$ cat src/rtl/salru_pkg.sv
// shared types and constants for the set-associative lru tag lookup
// no dependencies; imported by every module of the block
`default_nettype none

package salru_pkg;

  localparam int MAX_WAYS     = 16;
  localparam int MAX_SETS     = 1024;
  localparam int ADDR_BITS    = 24;
  localparam int OFFSET_LIMIT = 10;

  localparam int SET_W   = $clog2(MAX_SETS);
  localparam int WAY_W   = (MAX_WAYS > 1) ? $clog2(MAX_WAYS) : 1;
  localparam int WAYS_W  = $clog2(MAX_WAYS + 1);
  localparam int TAG_W   = ADDR_BITS;
  localparam int OB_W    = 4;
  localparam int SB_W    = 4;
  localparam int SHIFT_W = OB_W + 1;

  localparam int REG_IDX_W  = 2;
  localparam int CFG_DATA_W = 5;

  typedef enum logic [REG_IDX_W-1:0] {
    REG_OFFSET_BITS = 2'd0,
    REG_SET_BITS    = 2'd1,
    REG_WAYS_IN_USE = 2'd2
  } reg_idx_t;

  typedef enum logic [1:0] {
    ST_CLEAR,
    ST_IDLE,
    ST_CHECK
  } state_t;

  typedef struct packed {
    logic             valid;
    logic [TAG_W-1:0] tag;
  } entry_t;

  typedef entry_t [MAX_WAYS-1:0] row_t;

  // effective geometry after clamping
  typedef struct packed {
    logic [OB_W-1:0]   ob;
    logic [SB_W-1:0]   sb;
    logic [WAYS_W-1:0] ways;
  } geom_t;

  typedef struct packed {
    logic clear;
    logic accept;
    logic commit;
  } cmd_t;

  typedef struct packed {
    logic clear_last;
    logic out_free;
  } status_t;

endpackage

`default_nettype wire

$ cat src/rtl/salru_cfg.sv
// configuration registers and geometry clamping
// depends on salru_pkg
`default_nettype none

module salru_cfg (
  input  wire logic                                clk,
  input  wire logic                                rst,
  input  wire logic                                cfg_valid,
  input  wire logic [salru_pkg::REG_IDX_W-1:0]     cfg_index,
  input  wire logic [salru_pkg::CFG_DATA_W-1:0]    cfg_data,
  output salru_pkg::geom_t                         geom
);
  import salru_pkg::*;

  logic [OB_W-1:0]   offset_bits;
  logic [SB_W-1:0]   set_bits;
  logic [WAYS_W-1:0] ways_in_use;

  always_ff @(posedge clk) begin
    if (rst) begin
      offset_bits <= OB_W'(2);
      set_bits    <= SB_W'(4);
      ways_in_use <= WAYS_W'(4);
    end else if (cfg_valid) begin
      case (cfg_index)
        REG_OFFSET_BITS: offset_bits <= cfg_data[OB_W-1:0];
        REG_SET_BITS:    set_bits    <= cfg_data[SB_W-1:0];
        REG_WAYS_IN_USE: ways_in_use <= cfg_data[WAYS_W-1:0];
        default: ;
      endcase
    end
  end

  always_comb begin
    geom.ob   = (offset_bits > OB_W'(OFFSET_LIMIT)) ? OB_W'(OFFSET_LIMIT) : offset_bits;
    geom.sb   = (set_bits > SB_W'(SET_W)) ? SB_W'(SET_W) : set_bits;
    if (ways_in_use == '0) begin
      geom.ways = WAYS_W'(1);
    end else if (ways_in_use > WAYS_W'(MAX_WAYS)) begin
      geom.ways = WAYS_W'(MAX_WAYS);
    end else begin
      geom.ways = ways_in_use;
    end
  end

endmodule

`default_nettype wire

$ cat config.mk
export PLATFORM = sky130hd
export DESIGN_NAME = salru_cfg
export DESIGN_NICKNAME = d
export VERILOG_FILES = /design/src/rtl/salru_pkg.sv /design/src/rtl/salru_cfg.sv
export SDC_FILE = /design/constraint.sdc
export NUM_CORES = 1
export LEC_CHECK = 0
export BUFFER_PORTS_ARGS = -buffer_cell sky130_fd_sc_hd__buf_4
export CAP_MARGIN = 20
export CORE_MARGIN = 2
export CORE_UTILIZATION = 50
export CTS_CLUSTER_DIAMETER = 40
export CTS_CLUSTER_SIZE = 10
export DETAILED_ROUTE_END_ITERATION = 8
export GPL_ROUTABILITY_DRIVEN = 0
export GPL_TIMING_DRIVEN = 1
export HOLD_SLACK_MARGIN = 0.08
export PLACE_DENSITY_LB_ADDON = 0.15
export SKIP_LAST_GASP = 1
export SLEW_MARGIN = 40
export SYNTH_ARGS = -nofsm -noshare
export SYNTH_HDL_FRONTEND = slang
export SYNTH_SLANG_ARGS = --single-unit
$ cat constraint.sdc
create_clock -name clk -period 2.7 [get_ports clk]
set_input_delay 0.405 -clock clk [delete_from_list [all_inputs] [get_ports clk]]
set_output_delay 0.405 -clock clk [all_outputs]
set_load 0.005 [all_outputs]
==> impl_metrics.toml <==
[setup_path]
r2r_setup_slack_ns = 2.03
startpoint_type = "flop"
cp-startpoint = "ways_in_use[1]$_SDFFE_PP0P_"
crit_fanout = 3
r2r_start = "ways_in_use[4]$_SDFFE_PP0P_"
required_ns = 2.30
worst_setup_path_end_kind = "primary output"
reg2reg_depth = 2
path_class = "reg2out"
reg2reg_to = "ways_in_use[4]$_SDFFE_PP0P_"
crit_arrival_ns = 1.23

[final_layout]
final_cells = 106
layout.nets = 102
drive_gt1_frac = 0.308
syn_to_final_growth_pct = 29.0
antenna_cells = 0
fin_area_sq_um = 851

[power]
internal-power_mw = 0.291
comb_power_share = 0.151
power_switching_mw = 0.0878
pwr-share-clk = 0.311
finalPower_mw = 0.378
p_leak_nw = 0.392
power.share.sequential = 0.538
p_per_area_mw_per_mm2 = 445
power.share.switching = 0.232
ir_drop_uv = 349

[clocking]
numCtsBuffers = 3
clockRootBuffer = "clkbuf_4"
h-tree-depth = 1
post_cts_buffers = 0
cts_hold_buf = 0
clk_path_buf_depth = 2
post_cts_resized = 0
cts_sinks = 13
cts_tree = "yes"
clk_pin_slew_ns = 0.08
clkLatencyLatePin_ns = 0.26

[route]
drt-total-wl_um = 1150
dr_wl_met3_um = 62
drc = 0
drt-initial-drc-count = 5
wire_per_inst_um = 10.9
drt-met1-wl_um = 478
dr.pass1.iters = 4
avgViaCountPerCell = 4.80
wl_met2_um = 597
top_layer = "met4"
num_vias = 509
ant_nets = 0

[place]
post-place-ws_ns = 1.34
port_buffers = 22
placed_area_sq_um = 825
dp_cells = 102

[logic_synthesis]
synth.mux.area_fraction = 0.197
ys_ff_latch = 13
synth_top_family_by_area = "simple AND/OR/NAND/NOR gates"
syn_nets = 80
yosys_warnings = 0
yosys.area_share.simple = 0.328
synth_top_area_frac = 0.395
synth_commonest_cells = "nand2b_1, dfxtp_1, mux2i_1"
synth-edff-count = 0
synth_xor_area_frac = 0
async_reset_ff_frac = 0
yosysMostFrequentCell = "nand2b_1"
synth_fa_ha_area_frac = 0
synth_compound_area_frac = 0.0455
seq_area_frac_synth = 0.395
syn_area_per_cell_sq_um = 9.42
netlist_area_sq_um = 659
ys.flop_type = "dfxtp_1"
synthTopCellsByArea = "dfxtp_1, mux2i_1, nand2b_1"
synthCells = 70
synth_cell_types = 15
yosysTopAreaCell = "dfxtp_1"

[min_path]
hold_path_class = "in2reg"
min_path_cells = 3
worstHoldStart = "cfg_data[4]"
whs_endpoint = "ways_in_use[4]$_SDFFE_PP0P_"

[sta]
slew_headroom = 0.787
rsz0062_at_grt = "false"
finalWorstSetupSlack_ns = 1.07
hold_violations = 0
tightest_slew_ns = 0.319
fin_skew_ns = 0
tns_ns = 0
period_share = 0.605
finalWorstPathRequiredPeriod_ns = 1.63
fmax_mhz = 612
slew_viol_final = 0
setup_viol = 0

[grt]
grt_max_degree = 21
grt_overflow = 0
grt_pass1_vias = 441
grtUsageTotal = 0.173
grt_pass1_wl_um = 1800
antenna_found_initial = 0

[die]
core-area_sq_mm = 0.00127
start_util = 0.520
num_rows = 13
ios = 23
dieHeight_um = 40.3
die_area_sq_mm = 0.00163
die_w_um = 40.3

[run_status]
outcome = "finished clean"

[run]
cap_violations = 0
[final cells by class]
cell class | count | area (sq um)
flip-flops and latches | 13 | 260
inverters | 1 | 3.75
clock buffers | 4 | 26.3
fillers | 114 | 418
multi-input cells | 51 | 377
repair buffers | 22 | 165
well taps | 15 | 18.8
[per-stage QoR]
step	hold WS, ns	utilization
floorplan	0.444	-
global placement	0.463	0.650
detailed placement	0.467	0.650
CTS	0.400	0.671
finish	0.399	0.671
global route	0.400	0.671
[power groups by stage]
stage	logic, mW	clock network [mW]	registers, mW
floorplan	0.0302	0	0.207
global placement	0.0570	0	0.208
detailed placement	0.0576	0	0.208
CTS	0.0580	0.122	0.204
global route	0.0635	0.128	0.205
finish	0.0570	0.118	0.204
[kinds of logic after synthesis]
kind of cell	Yosys count
mux	13
compound gates	5
buf+inv	6
flops	13
simple gates	33
[sequential cells by signal, summed over array words and instances, names as in the netlist]
name and flops:
ways_in_use 5, set_bits 4, offset_bits 4
[per-layer routing]
| metal | GRT usage | up-vias |
|---|---|---|
| met5 | 0 | - |
| met4 | 0.0750 | 0 |
| met3 | 0.0500 | 2 |
| met2 | 0.294 | 12 |
| met1 | 0.200 | 225 |
| li1 | - | 270 |
[cells in the final DEF, fill, tap and decap left out, drive strengths merged]
cell type | Yosys | routed
clkbuf | 5 | 4
o21ai | 2 | 2
a21oi | 1 | 1
nor3b | 1 | 1
dfxtp | 13 | 13
and3b | 2 | 2
nand2b | 15 | 15
nor2b | 5 | 5
nand3b | 2 | 2
a21o | 2 | 2
and2 | 2 | 2
or3 | 1 | 1
mux2i | 13 | 13
inv | 1 | 1
buf | 0 | 22
nor2 | 5 | 5
[worst max path at each step]
stage                     slack (ns)      end  cells after the start
final                           1.07  geom[0]                      3
after global routing             1.0  geom[0]                      3
after CTS                       1.04  geom[0]                      3
after detailed placement        1.34  geom[0]                      3
after global placement          1.39  geom[0]                      3
after floorplan                 1.48  geom[0]                      2
[critical path, stage by stage, from the launching register on]
cell and delay, ns:
dfxtp_1 0.32, or3_1 0.36, a21oi_1 0.16, buf_4 0.13
Power figures use the tool's default switching activity.
