## config.mk

```make
export PLATFORM = sky130hd
export DESIGN_NAME = salru_ctrl
export DESIGN_NICKNAME = d
export VERILOG_FILES = /design/src/rtl/salru_pkg.sv /design/src/rtl/salru_ctrl.sv
export SDC_FILE = /design/constraint.sdc
export NUM_CORES = 1
export LEC_CHECK = 0
export BUFFER_PORTS_ARGS = -buffer_cell sky130_fd_sc_hd__buf_2
export CAP_MARGIN = 10
export CORE_AREA = 4 4 41 43
export CTS_CLUSTER_SIZE = 20
export DETAILED_ROUTE_END_ITERATION = 12
export DIE_AREA = 0 0 45 47
export MAX_ROUTING_LAYER = met4
export SLEW_MARGIN = 40
export SYNTH_ARGS = -nofsm -noshare
export SYNTH_HDL_FRONTEND = slang
export SYNTH_SLANG_ARGS = --single-unit
```

## constraint.sdc

```tcl
create_clock -name clk -period 0.9 [get_ports clk]
set_input_delay 0.09 -clock clk [delete_from_list [all_inputs] [get_ports clk]]
set_output_delay 0.09 -clock clk [all_outputs]
set_load 0.005 [all_outputs]
```

## src/rtl/salru_pkg.sv

```systemverilog
// shared types and constants for the set-associative lru tag lookup
// no dependencies; imported by every module of the block
`default_nettype none

package salru_pkg;

  localparam int MAX_WAYS     = 16;
  localparam int MAX_SETS     = 1024;
  localparam int ADDR_BITS    = 24;
  localparam int OFFSET_LIMIT = 10;

  localparam int SET_W   = $clog2(MAX_SETS);
  localparam int WAY_W   = (MAX_WAYS > 1) ? $clog2(MAX_WAYS) : 1;
  localparam int WAYS_W  = $clog2(MAX_WAYS + 1);
  localparam int TAG_W   = ADDR_BITS;
  localparam int OB_W    = 4;
  localparam int SB_W    = 4;
  localparam int SHIFT_W = OB_W + 1;

  localparam int REG_IDX_W  = 2;
  localparam int CFG_DATA_W = 5;

  typedef enum logic [REG_IDX_W-1:0] {
    REG_OFFSET_BITS = 2'd0,
    REG_SET_BITS    = 2'd1,
    REG_WAYS_IN_USE = 2'd2
  } reg_idx_t;

  typedef enum logic [1:0] {
    ST_CLEAR,
    ST_IDLE,
    ST_CHECK
  } state_t;

  typedef struct packed {
    logic             valid;
    logic [TAG_W-1:0] tag;
  } entry_t;

  typedef entry_t [MAX_WAYS-1:0] row_t;

  // effective geometry after clamping
  typedef struct packed {
    logic [OB_W-1:0]   ob;
    logic [SB_W-1:0]   sb;
    logic [WAYS_W-1:0] ways;
  } geom_t;

  typedef struct packed {
    logic clear;
    logic accept;
    logic commit;
  } cmd_t;

  typedef struct packed {
    logic clear_last;
    logic out_free;
  } status_t;

endpackage

`default_nettype wire

```

## src/rtl/salru_ctrl.sv

```systemverilog
// sequencer: clearing pass, accept, then lookup and write-back
// depends on salru_pkg
`default_nettype none

module salru_ctrl (
  input  wire logic                 clk,
  input  wire logic                 rst,
  input  wire logic                 in_valid,
  input  wire salru_pkg::status_t   status,
  output salru_pkg::cmd_t           cmd,
  output logic                      in_ready
);
  import salru_pkg::*;

  state_t state;
  state_t state_next;

  always_ff @(posedge clk) begin
    if (rst) begin
      state <= ST_CLEAR;
    end else begin
      state <= state_next;
    end
  end

  always_comb begin
    state_next = state;
    cmd        = '0;
    in_ready   = 1'b0;
    case (state)
      ST_CLEAR: begin
        cmd.clear = 1'b1;
        if (status.clear_last) begin
          state_next = ST_IDLE;
        end
      end
      ST_IDLE: begin
        in_ready = 1'b1;
        if (in_valid) begin
          cmd.accept = 1'b1;
          state_next = ST_CHECK;
        end
      end
      ST_CHECK: begin
        // hold the looked-up row until the result register can take it
        if (status.out_free) begin
          cmd.commit = 1'b1;
          state_next = ST_IDLE;
        end
      end
      default: begin
        state_next = ST_CLEAR;
      end
    endcase
  end

endmodule

`default_nettype wire

```

==> results of run 1 <==
[logic make-up after synthesis]
group,count (synthesis),synth area share
flip-flops,2,0.372
AO/OA/AOI/OAI,3,0.244
buffers and inverters,1,0.0349
AND/OR/NAND/NOR,7,0.349
[through the flow]
step	power (mW)	instance area [um2]	hold WS [ns]
6_report	0.362	211	0.0305
3_3_place_gp	0.160	174	0.271
5_1_grt	0.402	211	0.0286
3_5_place_dp	0.161	174	0.269
4_1_cts	0.376	206	0.0223
2_1_floorplan	0.129	108	0.162
[layer usage]
| layer | part of all wire | GRT usage | vias up | routed length, um |
|---|---|---|---|---|
| met2 | 0.48 | 0.0508 | 6 | 150 |
| met5 | 0 | - | - | 0 |
| met3 | 0.090 | 0.0345 | 0 | 28 |
| li1 | - | - | 72 | - |
| met4 | 0 | 0.0351 | 0 | 0 |
| met1 | 0.43 | 0.0451 | 58 | 133 |
[how the worst min path moves through the flow]
| stage | startpoint | endpoint | slack (ns) | cells after the start |
|---|---|---|---|---|
| final | rst | state[0]$_SDFFE_PP0P_ | 0.03 | 2 |
| after global placement | rst | state[0]$_SDFFE_PP0P_ | 0.27 | 2 |
| after global routing | rst | state[0]$_SDFFE_PP0P_ | 0.03 | 2 |
| after CTS | rst | state[0]$_SDFFE_PP0P_ | 0.02 | 2 |
| after detailed placement | rst | state[0]$_SDFFE_PP0P_ | 0.27 | 2 |
| after floorplan | rst | state[0]$_SDFFE_PP0P_ | 0.16 | 1 |
[critical path, stage by stage (launching register included)]
cell	delay, ns
dfxtp_2	0.35
and3b_1	0.19
buf_2	0.12
[timing repair]
item,in CTS,in global routing
setup buffers,1,0
setup endpoints to repair,4,5
pin swaps,1,0
resized for setup,2,2
hold endpoints to repair,0,0
[layout make-up]
| cell class | instances | area, um2 |
|---|---|---|
| Tap cell | 15 | 18.8 |
| Timing Repair Buffer | 10 | 55.1 |
| Fill cell | 159 | 1090 |
| Multi-Input combinational cell | 10 | 66.3 |
| Inverter | 1 | 3.75 |
| Sequential cell | 2 | 45.0 |
| Clock buffer | 3 | 22.5 |
[layout by cell type, fill, tap and decap left out]
cell,instances
dfxtp_4,1
nor2_1,2
inv_1,1
o21ba_1,1
clkbuf_4,3
a311oi_1,1
o21a_1,1
nand2b_1,1
nand2_1,1
dfxtp_2,1
nor2_2,1
and3b_1,1
buf_4,2
buf_2,8
nor3b_1,1
[power groups by stage]
stage | logic [mW] | clock network [mW] | registers [mW]
2_1_floorplan | 0.0244 | 0 | 0.105
3_3_place_gp | 0.0527 | 0 | 0.107
3_5_place_dp | 0.0535 | 0 | 0.107
4_1_cts | 0.0578 | 0.211 | 0.108
5_1_grt | 0.0668 | 0.227 | 0.108
6_report | 0.0588 | 0.197 | 0.106
==> flow_metrics.env, run 1 <==
export IMPL_synth_yosys_warnings=0
export IMPL_post_route_min_period_ns=0.977
export IMPL_r2r_start="state[1]$_SDFFE_PP0P_"
export IMPL_antenna_diode_count=0
export IMPL_tightest_slew_ns=0.203
export IMPL_synthTopCellsByArea="dfxtp_1, nor2_1, o21ba_1, a311oi_1, and3b_1"
export IMPL_place_gp_congestion=0.610
export IMPL_synth_cell_type_count=10
export IMPL_seq_area_frac_synth=0.372
export IMPL_setup_viol=5
export IMPL_p_sw_frac=0.227
export IMPL_hp_class="in2reg"
export IMPL_vias_per_cell=3.32
export IMPL_largest_register_ffs=2
export IMPL_p_clk_frac=0.544
export IMPL_startpoint_type="flop"
export IMPL_area_growth_synth_to_final_pct=96.5
export IMPL_first_pass_iters=2
export IMPL_p_leak_nw=0.113
export IMPL_fin_util=0.163
export IMPL_critPathMaxFanout=6
export IMPL_top_register="state"
export IMPL_synth_edff_count=0
export IMPL_fin_nets=33
export IMPL_fin_skew_ns=0.00166
export IMPL_synth_commonest_cells="nor2_1, dfxtp_1"
export IMPL_endpoint_kind="primary output"
export IMPL_die_area_um2=2120
export IMPL_power_frac_seq=0.294
export IMPL_crit_type="reg2out"
export IMPL_hold_viol=0
export IMPL_clockRootBuffer="clkbuf_4"
export IMPL_synth_async_reset_ratio=0
export IMPL_clkLatencyLatePin_ns=0.22
export IMPL_die_h_um=47
export IMPL_syn_area_per_cell_um2=8.28
export IMPL_routed_wl_um=312
export IMPL_pin_count=9
export IMPL_reg2reg_depth=3
export IMPL_synth_top_area_frac=0.372
export IMPL_drt_initial_drc_count=3
export IMPL_largestRegisters="state (2)"
export IMPL_path_clk_slew_ns=0.03
export IMPL_die_w_um=45
export IMPL_p_sw_mw=0.0823
export IMPL_rrSetupSlack_ns=-0.03
export IMPL_antenna_left=0
export IMPL_timing_fmax_mhz=1020
export IMPL_required_ns=0.81
export IMPL_num_rows=13
export IMPL_synth_most_common_cell="nor2_1"
export IMPL_core_area_um2=1300
export IMPL_critPathCapture="cmd[1]"
export IMPL_syn_area_um2=108
export IMPL_rsz0062_at_grt="true"
export IMPL_hold_buffers=0
export IMPL_reg2reg_to="state[1]$_SDFFE_PP0P_"
export IMPL_outcome="finished, violations left"
export IMPL_grt_start_max_net_pins=7
export IMPL_power_density_nw_per_um2=1710
export IMPL_grt_pass1_vias=155
export IMPL_drcViolationCount=0
export IMPL_cp_startpoint="state[1]$_SDFFE_PP0P_"
export IMPL_tns_ns=-0.236
export IMPL_syn_num_nets=18
export IMPL_crit_arrival_ns=0.89
export IMPL_fin_crit_sh=1.09
export IMPL_cts_made_buffers=3
export IMPL_p_comb_frac=0.162
export IMPL_portBuffers=8
export IMPL_place_hpwl_um=243
export IMPL_gr_usage_all_layers=0.0431
export IMPL_ys_ff_latch=2
export IMPL_synth_ff_type="dfxtp_1"
export IMPL_final_cells=41
export IMPL_failed_checks="setup timing"
export IMPL_cts_tree="yes"
export IMPL_placed_cells=37
export IMPL_clk_path_buf_depth=2
export IMPL_relSlewSlack=0.864
export IMPL_grt_pass1_wl_um=593
export IMPL_drive_gt1_frac=0.615
export IMPL_detailroute_via_count=136
export IMPL_antenna_found_initial=0
export IMPL_max_vdd_ir_drop_mv=0.546
export IMPL_cts_sinks=2
export IMPL_grt_overflow=0
export IMPL_wl_per_cell_um=7.61
export IMPL_syn_inst=13
export IMPL_cts_max_level=1
export IMPL_p_int_mw=0.280
export IMPL_dp_slack_ns=0.0160
export IMPL_slew_violations=0
export IMPL_synth_top_area_cell="dfxtp_1"
export IMPL_drv_cap=0
export IMPL_start_util=0.0827
export IMPL_timing_final_ws_setup_ns=-0.0771
Note: power is estimated with default switching activity, not from simulation.
==> run 2, diff against run 1 <==
==> constraint.sdc (replaced) <==
create_clock -name clk -period 0.9 [get_ports clk]
set_input_delay 0.09 -clock clk [delete_from_list [all_inputs] [get_ports clk]]
set_output_delay 0.09 -clock clk [all_outputs]
set_load 0.02 [all_outputs]
==> flow_metrics.env, run 2 (synthesized netlist as in run 1, its figures left out) <==
export IMPL_grt_pass1_vias=142
export IMPL_fin_crit_sh=1.14
export IMPL_post_route_min_period_ns=1.03
export IMPL_seqCellArea_um2=47.5
export IMPL_dpl_cell_area_um2=169
export IMPL_num_rows=13
export IMPL_reg2reg_depth=2
export IMPL_final_common_cell="buf_2"
export IMPL_cts_made_buffers=3
export IMPL_antenna_left=0
export IMPL_first_pass_iters=2
export IMPL_reg2reg_to="state[1]$_SDFFE_PP0P_"
export IMPL_routed_wl_um=331
export IMPL_worst_path_stages=2
export IMPL_cts_tree="yes"
export IMPL_hp_start="rst"
export IMPL_p_leak_nw=0.113
export IMPL_p_comb_frac=0.229
export IMPL_die_w_um=45
export IMPL_hold_depth=2
export IMPL_startpoint_type="flop"
export IMPL_detailroute_via_count=131
export IMPL_clockRootBuffer="clkbuf_4"
export IMPL_largest_register_ffs=2
export IMPL_drive_gt1_frac=0.720
export IMPL_r2r_start="state[1]$_SDFFE_PP0P_"
export IMPL_p_clk_frac=0.494
export IMPL_top_register="state"
export IMPL_relSlewSlack=0.868
export IMPL_die_h_um=47
export IMPL_vias_per_cell=3.28
export IMPL_path_clk_slew_ns=0.03
export IMPL_grt_overflow=0
export IMPL_drv_cap=0
export IMPL_finalPower_mw=0.392
export IMPL_portBuffers=8
export IMPL_hold_buffers=0
export IMPL_slowest_stage="dfxtp_4"
export IMPL_pin_count=9
export IMPL_area_growth_synth_to_final_pct=116
export IMPL_antenna_diode_count=0
export IMPL_slew_violations=0
export IMPL_crit_chain="and3b_2, buf_6"
export IMPL_final_cells=40
export IMPL_place_hpwl_um=261
export IMPL_drt_initial_drc_count=1
export IMPL_final_cell_mix="buf_2, clkbuf_4, buf_4"
export IMPL_clk_path_buf_depth=2
export IMPL_power_density_nw_per_um2=1690
export IMPL_power_frac_seq=0.278
export IMPL_gr_usage_all_layers=0.0415
export IMPL_timing_fmax_mhz=975
export IMPL_clkLatencyLatePin_ns=0.22
export IMPL_fin_nets=32
export IMPL_core_area_um2=1300
export IMPL_die_area_um2=2120
export IMPL_placed_cells=36
export IMPL_outcome="finished, violations left"
export IMPL_max_vdd_ir_drop_mv=0.252
export IMPL_slowest_delay_ns=0.35
export IMPL_rsz0062_at_grt="true"
export IMPL_crit_arrival_ns=0.94
export IMPL_multi_input_area_um2=75.1
export IMPL_p_sw_frac=0.258
export IMPL_crit_type="reg2out"
export IMPL_fillers=157
export IMPL_fin_skew_ns=0.000526
export IMPL_cp_startpoint="state[1]$_SDFFE_PP0P_"
export IMPL_crit_buf_inv=1
export IMPL_hp_class="in2reg"
export IMPL_final_cell_area_um2=233
export IMPL_timing_final_ws_setup_ns=-0.126
export IMPL_required_ns=0.81
export IMPL_wl_per_cell_um=8.28
export IMPL_grt_start_max_net_pins=8
export IMPL_tightest_slew_ns=0.197
export IMPL_cp_top_family="flip-flops"
export IMPL_critPathMaxFanout=7
export IMPL_rrSetupSlack_ns=0.03
export IMPL_antenna_found_initial=0
export IMPL_failed_checks="setup timing"
export IMPL_min_to="state[0]$_SDFFE_PP0P_"
export IMPL_setup_viol=4
export IMPL_largestRegisters="state (2)"
export IMPL_drcViolationCount=0
export IMPL_cts_sinks=2
export IMPL_hold_viol=0
export IMPL_place_gp_congestion=0.692
export IMPL_cts_max_level=1
export IMPL_grt_pass1_wl_um=517
export IMPL_start_util=0.0827
export IMPL_p_sw_mw=0.101
export IMPL_p_int_mw=0.291
export IMPL_endpoint_kind="primary output"
-- run 2: cell types whose count changed in the layout (fill, tap and decap cells not counted), sizes merged --
cell | before | now
buf | 10 | 9
-- run 2: per-stage QoR --
stage,setup slack [ns],hold WS [ns],TNS (ns),utilization
global route,-0.153,0.0333,-0.564,0.179
floorplan,0.00769,0.162,0,-
global placement,0.0492,0.272,0,0.130
detailed placement,0.0309,0.272,0,0.130
finish,-0.126,0.0348,-0.370,0.179
CTS,-0.136,0.0260,-0.339,0.161
-- run 2: worst reg2reg max path, cell delays in order (launching register included) --
cell and delay [ns]:
dfxtp_4 0.36, and3b_2 0.22, o21ba_1 0.18
-- run 2: layer usage --
metal,global-route usage,wire (um)
met3,0.0115,42
met4,0.0877,0
met5,-,0
met1,0.0385,153
met2,0.0452,134
-- run 2: cell type report --
type / count / share of cell area
clock buffers: 3 / 0.0968
repair buffers: 9 / 0.280
multi-input cells: 10 / 0.323
inverters: 1 / 0.0161
flip-flops and latches: 2 / 0.204
well taps: 15 / 0.0806
-- run 2: timing repair --
| action | 4_1_cts | 5_1_grt |
|---|---|---|
| setup buffers | 0 | 1 |
| pin swaps | 0 | 3 |
| setup endpoints to repair | 4 | 4 |
| endpoints found under the hold margin | 0 | 0 |
| resized for setup | 7 | 6 |
-- run 2: worst max-delay path by stage --
| stage | endpoint | slack (ns) |
|---|---|---|
| floorplan | state[1]$_SDFFE_PP0P_ | 0.008 |
| global placement | cmd[1] | 0.05 |
| detailed placement | state[1]$_SDFFE_PP0P_ | 0.03 |
| CTS | cmd[1] | -0.14 |
| global route | cmd[1] | -0.15 |
| finish | cmd[1] | -0.13 |
-- run 2: power groups by stage --
stage | clock network (mW) | logic (mW) | registers, mW
4_1_cts | 0.210 | 0.0791 | 0.106
2_1_floorplan | 0 | 0.0418 | 0.105
6_report | 0.194 | 0.0898 | 0.109
3_5_place_dp | 0 | 0.0678 | 0.108
5_1_grt | 0.214 | 0.0979 | 0.111
3_3_place_gp | 0 | 0.0670 | 0.108
